## src/design/lru_working_set_page_table_top_macros.svh

```systemverilog
// ----------------------------------------------------------------------------
// LRU working set page table - assertion macros
// Shared concurrent assertion forms used by the RTL of the block.
// ----------------------------------------------------------------------------
`ifndef LRU_WORKING_SET_PAGE_TABLE_TOP_MACROS_SVH
`define LRU_WORKING_SET_PAGE_TABLE_TOP_MACROS_SVH

// A condition that must hold at every clock edge outside reset.
`define LWSPT_ASSERT_ALWAYS(lbl, clk, rstn, cond) \
    lbl: assert property (@(posedge clk) disable iff (!rstn) (cond)) \
        else $error("lwspt: invariant violated");

// An antecedent that must be followed by the consequent in the next cycle.
`define LWSPT_ASSERT_NEXT(lbl, clk, rstn, ante, cons) \
    lbl: assert property (@(posedge clk) disable iff (!rstn) (ante) |=> (cons)) \
        else $error("lwspt: sequencing violated");

// An antecedent that must be accompanied by the consequent in the same cycle.
`define LWSPT_ASSERT_IMPLY(lbl, clk, rstn, ante, cons) \
    lbl: assert property (@(posedge clk) disable iff (!rstn) (ante) |-> (cons)) \
        else $error("lwspt: implication violated");

`endif

```

## src/design/lwspt_pkg.sv

```systemverilog
// ----------------------------------------------------------------------------
// LRU working set page table - package
// Widths, limits, codes and the types shared between the modules.
// ----------------------------------------------------------------------------
`default_nettype none

package lwspt_pkg;

    // Page and frame numbers span their whole field, so every code is in range.
    localparam int PAGE_W      = 6;
    localparam int FRAME_W     = 6;
    localparam int PAGE_COUNT  = 2 ** PAGE_W;
    localparam int FRAME_COUNT = 2 ** FRAME_W;
    localparam int SET_LIMIT   = 4;
    localparam int CNT_W       = $clog2(SET_LIMIT + 1);

    typedef enum logic [1:0] {
        REQ_READ  = 2'd0,
        REQ_ADD   = 2'd1,
        REQ_EVICT = 2'd2,
        REQ_NONE  = 2'd3
    } req_e_t;

    typedef enum logic [1:0] {
        ST_OK     = 2'd0,
        ST_MISS   = 2'd1,
        ST_REJECT = 2'd2,
        ST_EMPTY  = 2'd3
    } status_e_t;

    typedef enum logic [1:0] {
        ORD_HOLD    = 2'd0,
        ORD_PROMOTE = 2'd1,
        ORD_APPEND  = 2'd2,
        ORD_EVICT   = 2'd3
    } ord_op_t;

    typedef enum logic {
        S_IDLE = 1'b0,
        S_EXEC = 1'b1
    } state_t;

    typedef struct packed {
        ord_op_t            op;
        logic [PAGE_W-1:0]  page;
    } ord_cmd_t;

    typedef struct packed {
        logic [PAGE_W-1:0]  head;
        logic [CNT_W-1:0]   count;
        logic [CNT_W-1:0]   count_next;
    } ord_stat_t;

endpackage

`default_nettype wire

```

## src/design/lwspt_ram.sv

```systemverilog
// ----------------------------------------------------------------------------
// LRU working set page table - generic RAM
// Single write port, single read port, registered read.
// ----------------------------------------------------------------------------
`default_nettype none

module lwspt_ram #(
    parameter int WIDTH = 8,
    parameter int DEPTH = 16
) (
    input  wire logic                     clk,
    input  wire logic                     we,
    input  wire logic [$clog2(DEPTH)-1:0] waddr,
    input  wire logic [WIDTH-1:0]         wdata,
    input  wire logic                     re,
    input  wire logic [$clog2(DEPTH)-1:0] raddr,
    output logic      [WIDTH-1:0]         rdata
);

    logic [WIDTH-1:0] mem_reg [DEPTH];

    always_ff @(posedge clk)
    begin
        if (we)
        begin
            mem_reg[waddr] <= wdata;
        end
        if (re)
        begin
            rdata <= mem_reg[raddr];
        end
    end

endmodule

`default_nettype wire

```

## src/design/lwspt_order.sv

```systemverilog
// ----------------------------------------------------------------------------
// LRU working set page table - recency order
// Holds the resident pages from least to most recent and the resident count.
// ----------------------------------------------------------------------------
`default_nettype none

module lwspt_order
    import lwspt_pkg::*;
(
    input  wire logic      clk,
    input  wire logic      rst_n,
    input  wire ord_cmd_t  cmd,
    output ord_stat_t      stat
);

    logic [PAGE_W-1:0]    order_reg  [SET_LIMIT];
    logic [PAGE_W-1:0]    order_next [SET_LIMIT];
    logic [CNT_W-1:0]     count_reg;
    logic [CNT_W-1:0]     count_next;
    logic [SET_LIMIT-1:0] match;
    logic [SET_LIMIT-1:0] from_match;

    // Positions holding the requested page, and every position at or after it.
    always_comb
    begin
        logic seen;
        seen = 1'b0;
        for (int i = 0; i < SET_LIMIT; i++)
        begin
            match[i]      = (order_reg[i] == cmd.page) && (CNT_W'(i) < count_reg);
            seen          = seen | match[i];
            from_match[i] = seen;
        end
    end

    always_comb
    begin
        count_next = count_reg;
        for (int i = 0; i < SET_LIMIT; i++)
        begin
            order_next[i] = order_reg[i];
        end
        case (cmd.op)
            ORD_PROMOTE:
            begin
                for (int i = 0; i < SET_LIMIT; i++)
                begin
                    if (from_match[i] && (i + 1 < SET_LIMIT) && (CNT_W'(i + 1) < count_reg))
                    begin
                        order_next[i] = order_reg[(i + 1) % SET_LIMIT];
                    end
                    if (from_match[SET_LIMIT-1] && (CNT_W'(i) == count_reg - CNT_W'(1)))
                    begin
                        order_next[i] = cmd.page;
                    end
                end
            end
            ORD_APPEND:
            begin
                for (int i = 0; i < SET_LIMIT; i++)
                begin
                    if (CNT_W'(i) == count_reg)
                    begin
                        order_next[i] = cmd.page;
                    end
                end
                count_next = count_reg + CNT_W'(1);
            end
            ORD_EVICT:
            begin
                for (int i = 0; i < SET_LIMIT; i++)
                begin
                    if ((i + 1 < SET_LIMIT) && (CNT_W'(i + 1) < count_reg))
                    begin
                        order_next[i] = order_reg[(i + 1) % SET_LIMIT];
                    end
                end
                count_next = count_reg - CNT_W'(1);
            end
            default:
            begin
            end
        endcase
    end

    always_ff @(posedge clk or negedge rst_n)
    begin
        if (!rst_n)
        begin
            count_reg <= '0;
        end
        else
        begin
            count_reg <= count_next;
        end
    end

    always_ff @(posedge clk)
    begin
        for (int i = 0; i < SET_LIMIT; i++)
        begin
            order_reg[i] <= order_next[i];
        end
    end

    assign stat.head       = order_reg[0];
    assign stat.count      = count_reg;
    assign stat.count_next = count_next;

endmodule

`default_nettype wire

```

## src/design/lru_working_set_page_table_top.sv

```systemverilog
// ----------------------------------------------------------------------------
// LRU working set page table - top level
// A request transaction (req_type, page, frame) enters on the in_ channel and
// yields exactly one result transaction (status, frame_out, evicted_page,
// set_empty, set_full) on the out_ channel. Both channels use valid and stall.
// An accepted transaction moves to the execute state, and its result is
// registered in the output register that drives out_valid. The frame RAM
// read is registered and followed by its read-modify-write in the execute
// state; one request is in progress at a time, and in_stall is high in every
// execute cycle. A finished result waits in the output register while a
// new request is still accepted; only if that result is still stalled when
// the next one is ready does the block stay in execute, keeping in_stall high.
// Reset (rst_n low, asynchronous) empties the working set: the per-page valid
// flags and the resident count are cleared at once, with no clearing pass,
// and the block accepts a request as soon as reset is released.
// ----------------------------------------------------------------------------
`default_nettype none

`include "lru_working_set_page_table_top_macros.svh"

module lru_working_set_page_table_top
    import lwspt_pkg::*;
(
    input  wire logic               clk,
    input  wire logic               rst_n,
    input  wire logic               in_valid,
    output logic                    in_stall,
    input  wire logic [1:0]         req_type,
    input  wire logic [PAGE_W-1:0]  page,
    input  wire logic [FRAME_W-1:0] frame,
    output logic                    out_valid,
    input  wire logic               out_stall,
    output logic [1:0]              status,
    output logic [FRAME_W-1:0]      frame_out,
    output logic [PAGE_W-1:0]       evicted_page,
    output logic                    set_empty,
    output logic                    set_full
);

    state_t               state_reg;
    state_t               state_next;

    // The request held while it is worked on.
    req_e_t               req_type_reg;
    logic [PAGE_W-1:0]    req_page_reg;
    logic [FRAME_W-1:0]   req_frame_reg;

    // One valid flag per page; the frames themselves live in the RAM.
    logic [PAGE_COUNT-1:0] pt_valid_reg;

    logic                 out_valid_reg;
    status_e_t            status_reg;
    logic [FRAME_W-1:0]   frame_out_reg;
    logic [PAGE_W-1:0]    evicted_page_reg;
    logic                 set_empty_reg;
    logic                 set_full_reg;

    logic                 accept;
    logic                 commit;
    logic                 ram_we;
    logic [PAGE_W-1:0]    ram_raddr;
    logic [FRAME_W-1:0]   ram_rdata;
    logic                 valid_set;
    logic                 valid_clr;
    status_e_t            res_status;
    logic [FRAME_W-1:0]   res_frame;
    logic [PAGE_W-1:0]    res_evict;
    ord_cmd_t             ord_cmd;
    ord_stat_t            ord_stat;

    assign accept   = in_valid && (state_reg == S_IDLE);
    assign in_stall = (state_reg != S_IDLE);

    // An evict needs the frame of the least recent page, every other request
    // the frame of the page it names.
    assign ram_raddr = (req_e_t'(req_type) == REQ_EVICT) ? ord_stat.head : page;

    lwspt_ram #(
        .WIDTH (FRAME_W),
        .DEPTH (PAGE_COUNT)
    ) u_frame_ram (
        .clk   (clk),
        .we    (ram_we),
        .waddr (req_page_reg),
        .wdata (req_frame_reg),
        .re    (accept),
        .raddr (ram_raddr),
        .rdata (ram_rdata)
    );

    lwspt_order u_order (
        .clk   (clk),
        .rst_n (rst_n),
        .cmd   (ord_cmd),
        .stat  (ord_stat)
    );

    always_ff @(posedge clk or negedge rst_n)
    begin
        if (!rst_n)
        begin
            state_reg <= S_IDLE;
        end
        else
        begin
            state_reg <= state_next;
        end
    end

    // The execute cycle decides the result, updates the recency order and
    // writes the RAM, but only once the output register is free to take it.
    always_comb
    begin
        state_next = state_reg;
        commit     = 1'b0;
        ord_cmd.op   = ORD_HOLD;
        ord_cmd.page = req_page_reg;
        ram_we     = 1'b0;
        valid_set  = 1'b0;
        valid_clr  = 1'b0;
        res_status = ST_OK;
        res_frame  = '0;
        res_evict  = '0;
        unique case (state_reg)
            S_IDLE:
            begin
                if (in_valid)
                begin
                    state_next = S_EXEC;
                end
            end
            S_EXEC:
            begin
                if (!(out_valid_reg && out_stall))
                begin
                    commit     = 1'b1;
                    state_next = S_IDLE;
                    case (req_type_reg)
                        REQ_READ:
                        begin
                            if (pt_valid_reg[req_page_reg])
                            begin
                                ord_cmd.op = ORD_PROMOTE;
                                res_frame  = ram_rdata;
                            end
                            else
                            begin
                                res_status = ST_MISS;
                            end
                        end
                        REQ_ADD:
                        begin
                            if (pt_valid_reg[req_page_reg])
                            begin
                                ram_we     = 1'b1;
                                ord_cmd.op = ORD_PROMOTE;
                            end
                            else if (ord_stat.count >= CNT_W'(SET_LIMIT))
                            begin
                                res_status = ST_REJECT;
                            end
                            else
                            begin
                                ram_we     = 1'b1;
                                valid_set  = 1'b1;
                                ord_cmd.op = ORD_APPEND;
                            end
                        end
                        REQ_EVICT:
                        begin
                            if (ord_stat.count == '0)
                            begin
                                res_status = ST_EMPTY;
                            end
                            else
                            begin
                                valid_clr  = 1'b1;
                                ord_cmd.op = ORD_EVICT;
                                res_evict  = ord_stat.head;
                                res_frame  = ram_rdata;
                            end
                        end
                        default:
                        begin
                        end
                    endcase
                end
            end
        endcase
    end

    always_ff @(posedge clk or negedge rst_n)
    begin
        if (!rst_n)
        begin
            pt_valid_reg  <= '0;
            out_valid_reg <= 1'b0;
        end
        else
        begin
            if (valid_set)
            begin
                pt_valid_reg[req_page_reg] <= 1'b1;
            end
            if (valid_clr)
            begin
                pt_valid_reg[ord_stat.head] <= 1'b0;
            end
            if (commit)
            begin
                out_valid_reg <= 1'b1;
            end
            else if (!out_stall)
            begin
                out_valid_reg <= 1'b0;
            end
        end
    end

    always_ff @(posedge clk)
    begin
        if (accept)
        begin
            req_type_reg  <= req_e_t'(req_type);
            req_page_reg  <= page;
            req_frame_reg <= frame;
        end
        if (commit)
        begin
            status_reg       <= res_status;
            frame_out_reg    <= res_frame;
            evicted_page_reg <= res_evict;
            set_empty_reg    <= (ord_stat.count_next == '0);
            set_full_reg     <= (ord_stat.count_next >= CNT_W'(SET_LIMIT));
        end
    end

    assign out_valid    = out_valid_reg;
    assign status       = status_reg;
    assign frame_out    = frame_out_reg;
    assign evicted_page = evicted_page_reg;
    assign set_empty    = set_empty_reg;
    assign set_full     = set_full_reg;

    `LWSPT_ASSERT_ALWAYS(a_valid_matches_count, clk, rst_n,
        $countones(pt_valid_reg) == int'(ord_stat.count))
    `LWSPT_ASSERT_NEXT(a_accept_starts_exec, clk, rst_n,
        in_valid && !in_stall, state_reg == S_EXEC)
    `LWSPT_ASSERT_NEXT(a_commit_shows_result, clk, rst_n,
        commit, out_valid_reg && state_reg == S_IDLE)
    `LWSPT_ASSERT_IMPLY(a_flags_exclusive, clk, rst_n,
        out_valid_reg, !(set_empty_reg && set_full_reg))

endmodule

`default_nettype wire
```

## config.mk

```make
export PLATFORM = sky130hd
export DESIGN_NAME = lru_working_set_page_table_top
export DESIGN_NICKNAME = d
export VERILOG_FILES = /design/src/design/lwspt_pkg.sv /design/src/design/lwspt_ram.sv /design/src/design/lwspt_order.sv /design/src/design/lru_working_set_page_table_top.sv
export VERILOG_INCLUDE_DIRS = /design/src /design/src/design
export SDC_FILE = /design/constraint.sdc
export NUM_CORES = 1
export LEC_CHECK = 0
export BUFFER_PORTS_ARGS = -buffer_cell sky130_fd_sc_hd__buf_2
export CORE_MARGIN = 4
export CORE_UTILIZATION = 60
export CTS_CLUSTER_SIZE = 20
export DETAILED_ROUTE_END_ITERATION = 8
export PLACE_DENSITY = 0.86
export SLEW_MARGIN = 15
export SYNTH_ARGS = -nofsm -noshare
export SYNTH_HDL_FRONTEND = slang
export SYNTH_SLANG_ARGS = --single-unit
```

## constraint.sdc

```tcl
create_clock -name clk -period 4.3 [get_ports clk]
set_input_delay 0.43 -clock clk [delete_from_list [all_inputs] [get_ports clk]]
set_output_delay 0.43 -clock clk [all_outputs]
set_load 0.05 [all_outputs]
```

==> flow_metrics.tcl, run 1 <==
set metrics [dict create \
    outcome "finished, final reports clean" \
    dp_hpwl_mm 31.8 \
    grt_pass1_vias 13042 \
    hold_viol 0 \
    synth_enable_flop_cells 444 \
    layout-drive-gt1-share 0.215 \
    ant_nets 0 \
    clk_pin_slew_ns 0.06 \
    gp_congestion 0.995 \
    rsz0062_at_grt "no" \
    diodes 0 \
    dp_slack_ns 0.525 \
    setup.worst_path.end_class "register" \
    nets 1383 \
    ys_ff_latch 513 \
    whs_ns 0.0383 \
    worst_pin_slew_ns 1.24 \
    synthAdderAreaFrac 0.00346 \
    synth.top_cell.area_share 0.614 \
    setup_violations 0 \
    post_cts_buffers 0 \
    yosysWarnings 0 \
    cellPowerDensity_nw_per_um2 499 \
    via_count 13214 \
    final_max_slew_viol_count 0 \
    synthXorXnorAreaFrac 0.0105 \
    core-area_sq_um 35700 \
    fillCellCount 2186 \
    critPathMaxFanout 23 \
    power.total_w 0.0119 \
    hold_class "input port to register" \
    synthSimpleGateAreaFrac 0.0692 \
    synth_top_flop_cell "edfxtp_1" \
    setup_slack_ns 0.343 \
    clkSinkCount 513 \
    cp.arrival_ns 4.21 \
    tns_ns 0 \
    largest_reg_flops 384 \
    path_class "register to register" \
    synthArstFlopShare 0.135 \
    yosysSeqAreaShare 0.693 \
    route.detailed.drc 0 \
    relSlewSlack 0.159 \
    die_h_um 198 \
    cts_buffers 49 \
    grt-ovfl-total 0 \
    antenna_found_initial 0 \
    critPathLaunchType "register" \
    synth-compound-area-share 0.0715 \
    firstDrtPassIters 5 \
    root_buffer "clkbuf_16" \
    max_stage_delay_ns 0.87 \
    io_pins 36 \
    syn_area_sq_um 21700 \
    routedWlPerCell_um 29.0 \
    synth_top_family_by_area "multiplexers" \
    syn-num-nets 1346 \
    grt_max_degree 97 \
    area_delta_synth_final_pct 10.2 \
    yosys.area.top_type "edfxtp_1" \
    ys_types 69 \
    cp_slowest_cell "edfxtp_1" \
    synthMuxAreaShare 0.126 \
    grt_first_pass_wirelength_mm 82.1 \
    syn_area_per_cell_sq_um 16.4 \
    fp-row-count 69 \
    max_cap_viol_count 0 \
    first_iter_violations 1848 \
    wl_mm 53.8 \
    synth.area.top_cells "edfxtp_1 (61%), mux4_2 (10%), dfrtp_1 (7.9%)" \
    die_area_sq_um 39300 \
    cts_tree "done" \
    crit_chain "mux4_2 > mux2i_1 > a2bb2oi_2 > nand4_2 > nor3_2 > buf_4 > or4_1 > nor2_1" \
    crit_required_ns 4.55 \
    port_buffers 35 \
    grt_usage 0.277 \
    synth_cells 1322 \
    vias_per_cell 7.13 \
    ir_worst_vdd_v 0.000463 \
    clockBufferDepth 3 \
    initial_core_util 0.609 \
    htreeDepth 2 \
    final.setup_skew_ns 0.0285 \
    period_minus_slack_ns 3.96 \
    finalCritPeriodShare 0.920 \
    dieWidth_um 198 \
    worst_skew_pair.late_latency_ns 0.58 \
    max_freq_ghz 0.253 \
    p_leak_nw 8.16 \
]
critical path: cells and delay by family, from the launching register on:
kind,cells,cell delay [ns]
buffers and inverters,1,0.32
AO/OA/AOI/OAI,1,0.17
flip-flops,1,0.87
AND/OR/NAND/NOR,4,1.43
multiplexers,2,0.81
final cells by class:
type                    instances  area (sq um)  area share
flip-flops and latches        513         15100       0.629
multi-input cells             699          6150       0.257
clock buffers                  61          1310      0.0549
repair buffers                 90           636      0.0265
well taps                     461           577      0.0241
clock inverters                23           183     0.00763
inverters                       6          22.5    0.000941
worst paths after layout:
check / from / to / slack, ns / cells past startpoint
min in group asynchronous: rst_n / pt_valid_reg[13] / 0.47 / 2
max in group asynchronous: rst_n / pt_valid_reg[31] / 2.89 / 3
worst min register to register: out_valid / out_valid / 0.53 / 2
worst min-delay path: frame[1] / req_frame_reg[1] / 0.04 / 1
worst max register to register: req_page_reg[1] / u_frame_ram.mem_reg[25][2] / 0.34 / 8
worst max-delay path: req_page_reg[1] / u_frame_ram.mem_reg[25][2] / 0.34 / 8
per-stage QoR:
stage	cells	util	instance area (sq um)
6_report	1853	0.672	23900
5_1_grt	1853	0.672	23900
4_1_cts	1852	0.671	23900
3_5_place_dp	1767	0.629	22400
3_3_place_gp	1767	0.629	22400
2_1_floorplan	1322	-	21700
timing repair:
item	4_1_cts	5_1_grt
resized for setup	0	0
hold buffers	1	0
endpoints found under the hold margin	33	0
synth_stat cells (6+ instances only):
cell and count:
buf_1 11, inv_1 6, clkbuf_1 42, a22oi_1 21, edfxtp_1 444, mux2_2 12
dfrtp_1 69, nor2_1 70, nor4_1 19, a21oi_1 64, nor3_1 7, and2_1 44
ha_1 6, mux2_4 12, a31oi_1 98, buf_2 26, buf_6 8, nand2_1 73
mux2i_1 17, nor3b_1 7, buf_4 16, and3_1 8, and4_1 6, a211oi_1 25
xnor2_1 15, mux4_2 98, xor2_1 11
where the power goes:
group	switching [W]	internal, W	total, W
Sequential	0.000221	0.00581	0.00603
Combinational	0.00127	0.000551	0.00182
Clock	0.00177	0.00233	0.00410
Total	0.00326	0.00869	0.0119
cell families after synthesis:
logic type,after synthesis
compound gates,239
xor+xnor,26
fa+ha+maj,6
simple gates,285
mux,143
buf+inv,110
flops,513
per-layer routing:
metal  vias to the layer above  track usage  routed length [um]
li1                       5330            -                   -
met1                      6609        0.382               19500
met2                      1068        0.432               25400
met3                       207       0.0655                6200
met4                         0        0.118                2670
met5                         -            0                   0
placed cells by master (no fill, tap or decap), types with 13 or more instances in the layout:
cell type  instances
clkbuf_16         51
a22oi_1           21
nor4_1            18
a21oi_1           64
clkinv_1          13
mux4_2            98
nand2_1           73
edfxtp_1         444
buf_4             50
mux2i_1           14
buf_2             35
nor2_1            70
a211oi_1          25
xnor2_1           15
a31oi_1           98
and2_1            44
dfrtp_1           69
(Power assumes the default switching activity.)
==> inputs of run 2 (changes only) <==
--- a/config.mk
+++ b/config.mk
@@ -7,8 +7,8 @@
 export NUM_CORES = 1
 export LEC_CHECK = 0
 export BUFFER_PORTS_ARGS = -buffer_cell sky130_fd_sc_hd__buf_2
-export CORE_MARGIN = 4
 export CORE_UTILIZATION = 60
+export CTS_BUF_LIST = sky130_fd_sc_hd__clkbuf_4 sky130_fd_sc_hd__clkbuf_8
 export CTS_CLUSTER_SIZE = 20
 export DETAILED_ROUTE_END_ITERATION = 8
 export PLACE_DENSITY = 0.86
==> flow_metrics.tcl, run 2 (synthesis results as in run 1) <==
set metrics [dict create \
    outcome "finished, final reports clean" \
    clockBufferDepth 3 \
    max_cap_viol_count 0 \
    antenna_found_initial 2 \
    cellPowerDensity_nw_per_um2 491 \
    initial_core_util 0.611 \
    reg2reg_from "req_page_reg[2]" \
    crit_chain "buf_4 > mux2_2 > a22oi_1 > o221ai_1 > nand2_1 > nand4_2 > nor3_2 > or4_1 > nor2_1" \
    dieWidth_um 192 \
    cts_resized 0 \
    firstDrtPassIters 8 \
    via_count 13272 \
    grt_first_pass_wirelength_mm 80.5 \
    cp_slowest_cell "edfxtp_1" \
    max_freq_ghz 0.267 \
    worst_skew_pair.late_latency_ns 0.65 \
    port_buffers 35 \
    die_area_sq_um 37000 \
    final.setup_skew_ns 0.0372 \
    relSlewSlack 0.224 \
    grt_max_degree 65 \
    core-area_sq_um 35600 \
    hold_viol 0 \
    critPathMaxFanout 16 \
    root_buffer "clkbuf_8" \
    ant_nets 0 \
    hold_class "input port to register" \
    fp-row-count 69 \
    die_h_um 192 \
    area_delta_synth_final_pct 11.1 \
    grt-ovfl-total 0 \
    critPathLaunchType "register" \
    layout_commonest_cell "edfxtp_1" \
    grt_pass1_vias 13124 \
    setup_violations 0 \
    crit_required_ns 4.61 \
    layout-drive-gt1-share 0.256 \
    clkSinkCount 513 \
    clk_pin_slew_ns 0.06 \
    setup.worst_path.end_class "register" \
    finish.utilization 0.679 \
    io_pins 36 \
    worst_pin_slew_ns 1.14 \
    max_stage_delay_ns 0.72 \
    hold_depth 1 \
    final_max_slew_viol_count 0 \
    ir_worst_vdd_v 0.000479 \
    rsz0062_at_grt "no" \
    cts_buffers 80 \
    p_leak_nw 8.33 \
    post_dp_cell_area_sq_um 22500 \
    dp_hpwl_mm 33.3 \
    hp-start "page[4]" \
    reg2reg_to "u_frame_ram.mem_reg[18][3]" \
    hold_end "req_page_reg[4]" \
    finalCritPeriodShare 0.870 \
    tns_ns 0 \
    finalInstanceArea_sq_um 24100 \
    cts_tree "done" \
    vias_per_cell 6.88 \
    r2r_slack_ns 0.56 \
    grt_usage 0.297 \
    whs_ns 0.0381 \
    ff2ff_path_depth 9 \
    wl_mm 53.0 \
    routedWlPerCell_um 27.5 \
    gp_congestion 0.995 \
    htreeDepth 3 \
    nets 1430 \
    largest_reg_flops 384 \
    final_cell_mix "edfxtp_1 (444), mux4_2 (98), a31oi_1 (98)" \
    path_class "register to register" \
    period_minus_slack_ns 3.74 \
    route.detailed.drc 0 \
    cp.arrival_ns 4.05 \
    final_cells 1930 \
    dp.cells 1776 \
    first_iter_violations 1866 \
]
-- run 2: per-stage QoR --
stage	power [W]	worst slack, ns
final	0.0118	0.557
after global routing	0.0122	0.390
after CTS	0.0118	0.667
after detailed placement	0.00790	0.680
after global placement	0.00783	0.812
after floorplan	0.00731	1.35
-- run 2: worst max-delay path by stage --
stage / start / to / slack, ns / cells past startpoint
detailed placement: req_page_reg[2] / u_frame_ram.mem_reg[17][5] / 0.68 / 9
CTS: req_page_reg[2] / u_frame_ram.mem_reg[17][4] / 0.67 / 9
finish: req_page_reg[2] / u_frame_ram.mem_reg[18][3] / 0.56 / 9
floorplan: req_page_reg[1] / u_order.order_reg[1][0] / 1.35 / 11
global route: req_page_reg[2] / u_frame_ram.mem_reg[17][2] / 0.39 / 9
global placement: req_page_reg[2] / u_frame_ram.mem_reg[41][1] / 0.81 / 9
-- run 2: worst max-delay path: cells and delay by family (launching register included) --
| kind | cells | cell delay (ns) |
|---|---|---|
| compound gates | 2 | 0.35 |
| mux | 1 | 0.36 |
| buf+inv | 1 | 0.30 |
| flops | 1 | 0.72 |
| simple gates | 5 | 1.67 |
-- run 2: layer usage --
metal  GRT usage  part of all wire  wire length, um
met1       0.400              0.37            19600
met2       0.458              0.47            24900
met3      0.0782              0.12             6310
met4       0.133             0.041             2180
met5           0                 0                0
-- run 2: power by group --
part / leakage (nW) / switching, W / internal [W]
sequential: 4.96 / 0.000229 / 0.00581
clock: 0.823 / 0.00185 / 0.00212
combinational: 2.55 / 0.00126 / 0.000567
total: 8.33 / 0.00334 / 0.00850
-- run 2: timing repair --
item,4_1_cts,5_1_grt
endpoints found under the hold margin,23,0
setup endpoints to repair,0,0
hold buffers,9,0
setup buffers,0,0
-- run 2: layout make-up --
cell class / instances / area [sq um]
tap: 461 / 577
sequential: 513 / 15100
clock inverter: 30 / 169
clock buffer: 113 / 1370
multi-input combinational: 699 / 6170
timing repair buffer: 106 / 768
antenna: 2 / 5.00
fill: 2158 / 11400
inverter: 6 / 22.5
==> inputs of run 3 (changes only) <==
--- a/config.mk
+++ b/config.mk
@@ -11,7 +11,7 @@
 export CTS_BUF_LIST = sky130_fd_sc_hd__clkbuf_4 sky130_fd_sc_hd__clkbuf_8
 export CTS_CLUSTER_SIZE = 20
 export DETAILED_ROUTE_END_ITERATION = 8
-export PLACE_DENSITY = 0.86
+export PLACE_DENSITY = 0.82
 export SLEW_MARGIN = 15
 export SYNTH_ARGS = -nofsm -noshare
 export SYNTH_HDL_FRONTEND = slang
==> flow_metrics.tcl, run 3 (synthesis results as in run 1) <==
set metrics [dict create \
    dp_hpwl_mm 31.5 \
    cp_slowest_cell "dlygate4sd3_1" \
    crit_chain "dlygate4sd3_1 > buf_2 > nand2b_1 > buf_4 > mux2i_4 > buf_4 > mux4_2 > and2_1 > a211oi_1 > a31oi_1 > a22oi_1 > nand2_1" \
    period_minus_slack_ns 3.56 \
    layout-drive-gt1-share 0.259 \
    ant_nets 0 \
    first_iter_violations 1647 \
    vias_per_cell 6.75 \
    crit_required_ns 4.65 \
    crit_family "buffers and inverters" \
    final_max_slew_viol_count 0 \
    wl_met2_mm 24.2 \
    setup.worst_path.end_class "register" \
    ir_worst_vdd_v 0.000638 \
    via_count 13045 \
    post_cts_buffers 0 \
    max_stage_delay_ns 0.51 \
    firstDrtPassIters 5 \
    wl_mm 50.8 \
    clk_pin_slew_ns 0.06 \
    outcome "finished, final reports clean" \
    area_delta_synth_final_pct 11.5 \
    setup_violations 0 \
    hold_buffers 9 \
    io_pins 36 \
    cp.arrival_ns 3.91 \
    layout_commonest_cell "edfxtp_1" \
    largest_reg_flops 384 \
    clockBufferDepth 3 \
    p_leak_nw 8.38 \
    core-area_sq_um 35600 \
    critPathLaunchType "input port" \
    max_cap_viol_count 0 \
    power.total_w 0.0120 \
    grt_max_degree 69 \
    grt_pass1_vias 12968 \
    max_freq_ghz 0.281 \
    grt_first_pass_wirelength_mm 77.3 \
    finish.utilization 0.681 \
    final_cell_mix "edfxtp_1 (444), mux4_2 (98), a31oi_1 (98)" \
    cellPowerDensity_nw_per_um2 495 \
    initial_core_util 0.611 \
    routedWlPerCell_um 26.2 \
    final.setup_skew_ns 0.0345 \
    critPathMaxFanout 31 \
    gp_congestion 0.962 \
    cts_resized 0 \
    cts_buffers 82 \
    worst_pin_slew_ns 1.03 \
    root_buffer "clkbuf_8" \
    path_class "input port to register" \
    cts_tree "done" \
    die_h_um 192 \
    grt-ovfl-total 0 \
    dr_wl_met3_mm 5.35 \
    wl_met1_mm 19.2 \
    relSlewSlack 0.315 \
    tns_ns 0 \
    nets 1431 \
    finalCritPeriodShare 0.828 \
    fp-row-count 69 \
    die_area_sq_um 37000 \
    worstPathBufferInverterCount 4 \
    clkSinkCount 513 \
    highest_layer "met4" \
    antenna_found_initial 1 \
    cpMostUsedCell "buf_4" \
    htreeDepth 3 \
    rsz0062_at_grt "no" \
    worst_skew_pair.late_latency_ns 0.64 \
    dieWidth_um 192 \
    route.detailed.drc 0 \
    port_buffers 35 \
    hold_viol 0 \
    grt_usage 0.285 \
    hold_class "input port to register" \
]
## run 3: through the flow
step	hold WS, ns	instances	area (sq um)	worst slack (ns)
6_report	0.0478	1934	24200	0.740
5_1_grt	0.0224	1934	24200	0.611
4_1_cts	0.00330	1933	24200	0.817
3_5_place_dp	0.212	1775	22500	0.795
3_3_place_gp	0.211	1775	22500	0.848
2_1_floorplan	0.134	1322	21700	1.35
## run 3: path summary, 6_finish.rpt
kind | start | to | slack, ns | cells after the start
worst max-delay path | req_type[0] | u_frame_ram.rdata[1] | 0.74 | 12
worst min-delay path | page[3] | req_page_reg[3] | 0.05 | 1
worst max register to register | req_page_reg[2] | u_frame_ram.mem_reg[2][2] | 0.76 | 9
worst min register to register | pt_valid_reg[49] | pt_valid_reg[49] | 0.53 | 2
max in group asynchronous | rst_n | pt_valid_reg[31] | 3.18 | 3
min in group asynchronous | rst_n | pt_valid_reg[49] | 0.10 | 2
## run 3: worst reg2reg max path, stage by stage, from the launching register on
cell	delay (ns)
edfxtp_1	0.54
buf_4	0.35
mux2_1	0.36
a221oi_1	0.24
o22ai_1	0.14
a2bb2oi_2	0.15
nand4_2	0.22
nor3_2	0.36
or4_1	0.58
nor2_1	0.28
## run 3: final cells by class
type	count	area [sq um]
Clock inverter	32	229
Antenna cell	1	2.50
Clock buffer	117	1400
Sequential cell	513	15100
Tap cell	461	577
Multi-Input combinational cell	699	6160
Fill cell	2196	11400
Inverter	6	22.5
Timing Repair Buffer	105	761
## run 3: power breakdown
part | switching (W) | internal [W]
combinational | 0.00127 | 0.000565
clock | 0.00191 | 0.00225
sequential | 0.000184 | 0.00581
total | 0.00337 | 0.00862
## run 3: metal layers
metal | GRT usage | vias to the layer above
met5 | 0 | -
met4 | 0.140 | 0
met3 | 0.0644 | 146
met2 | 0.437 | 911
met1 | 0.389 | 6527
li1 | - | 5461
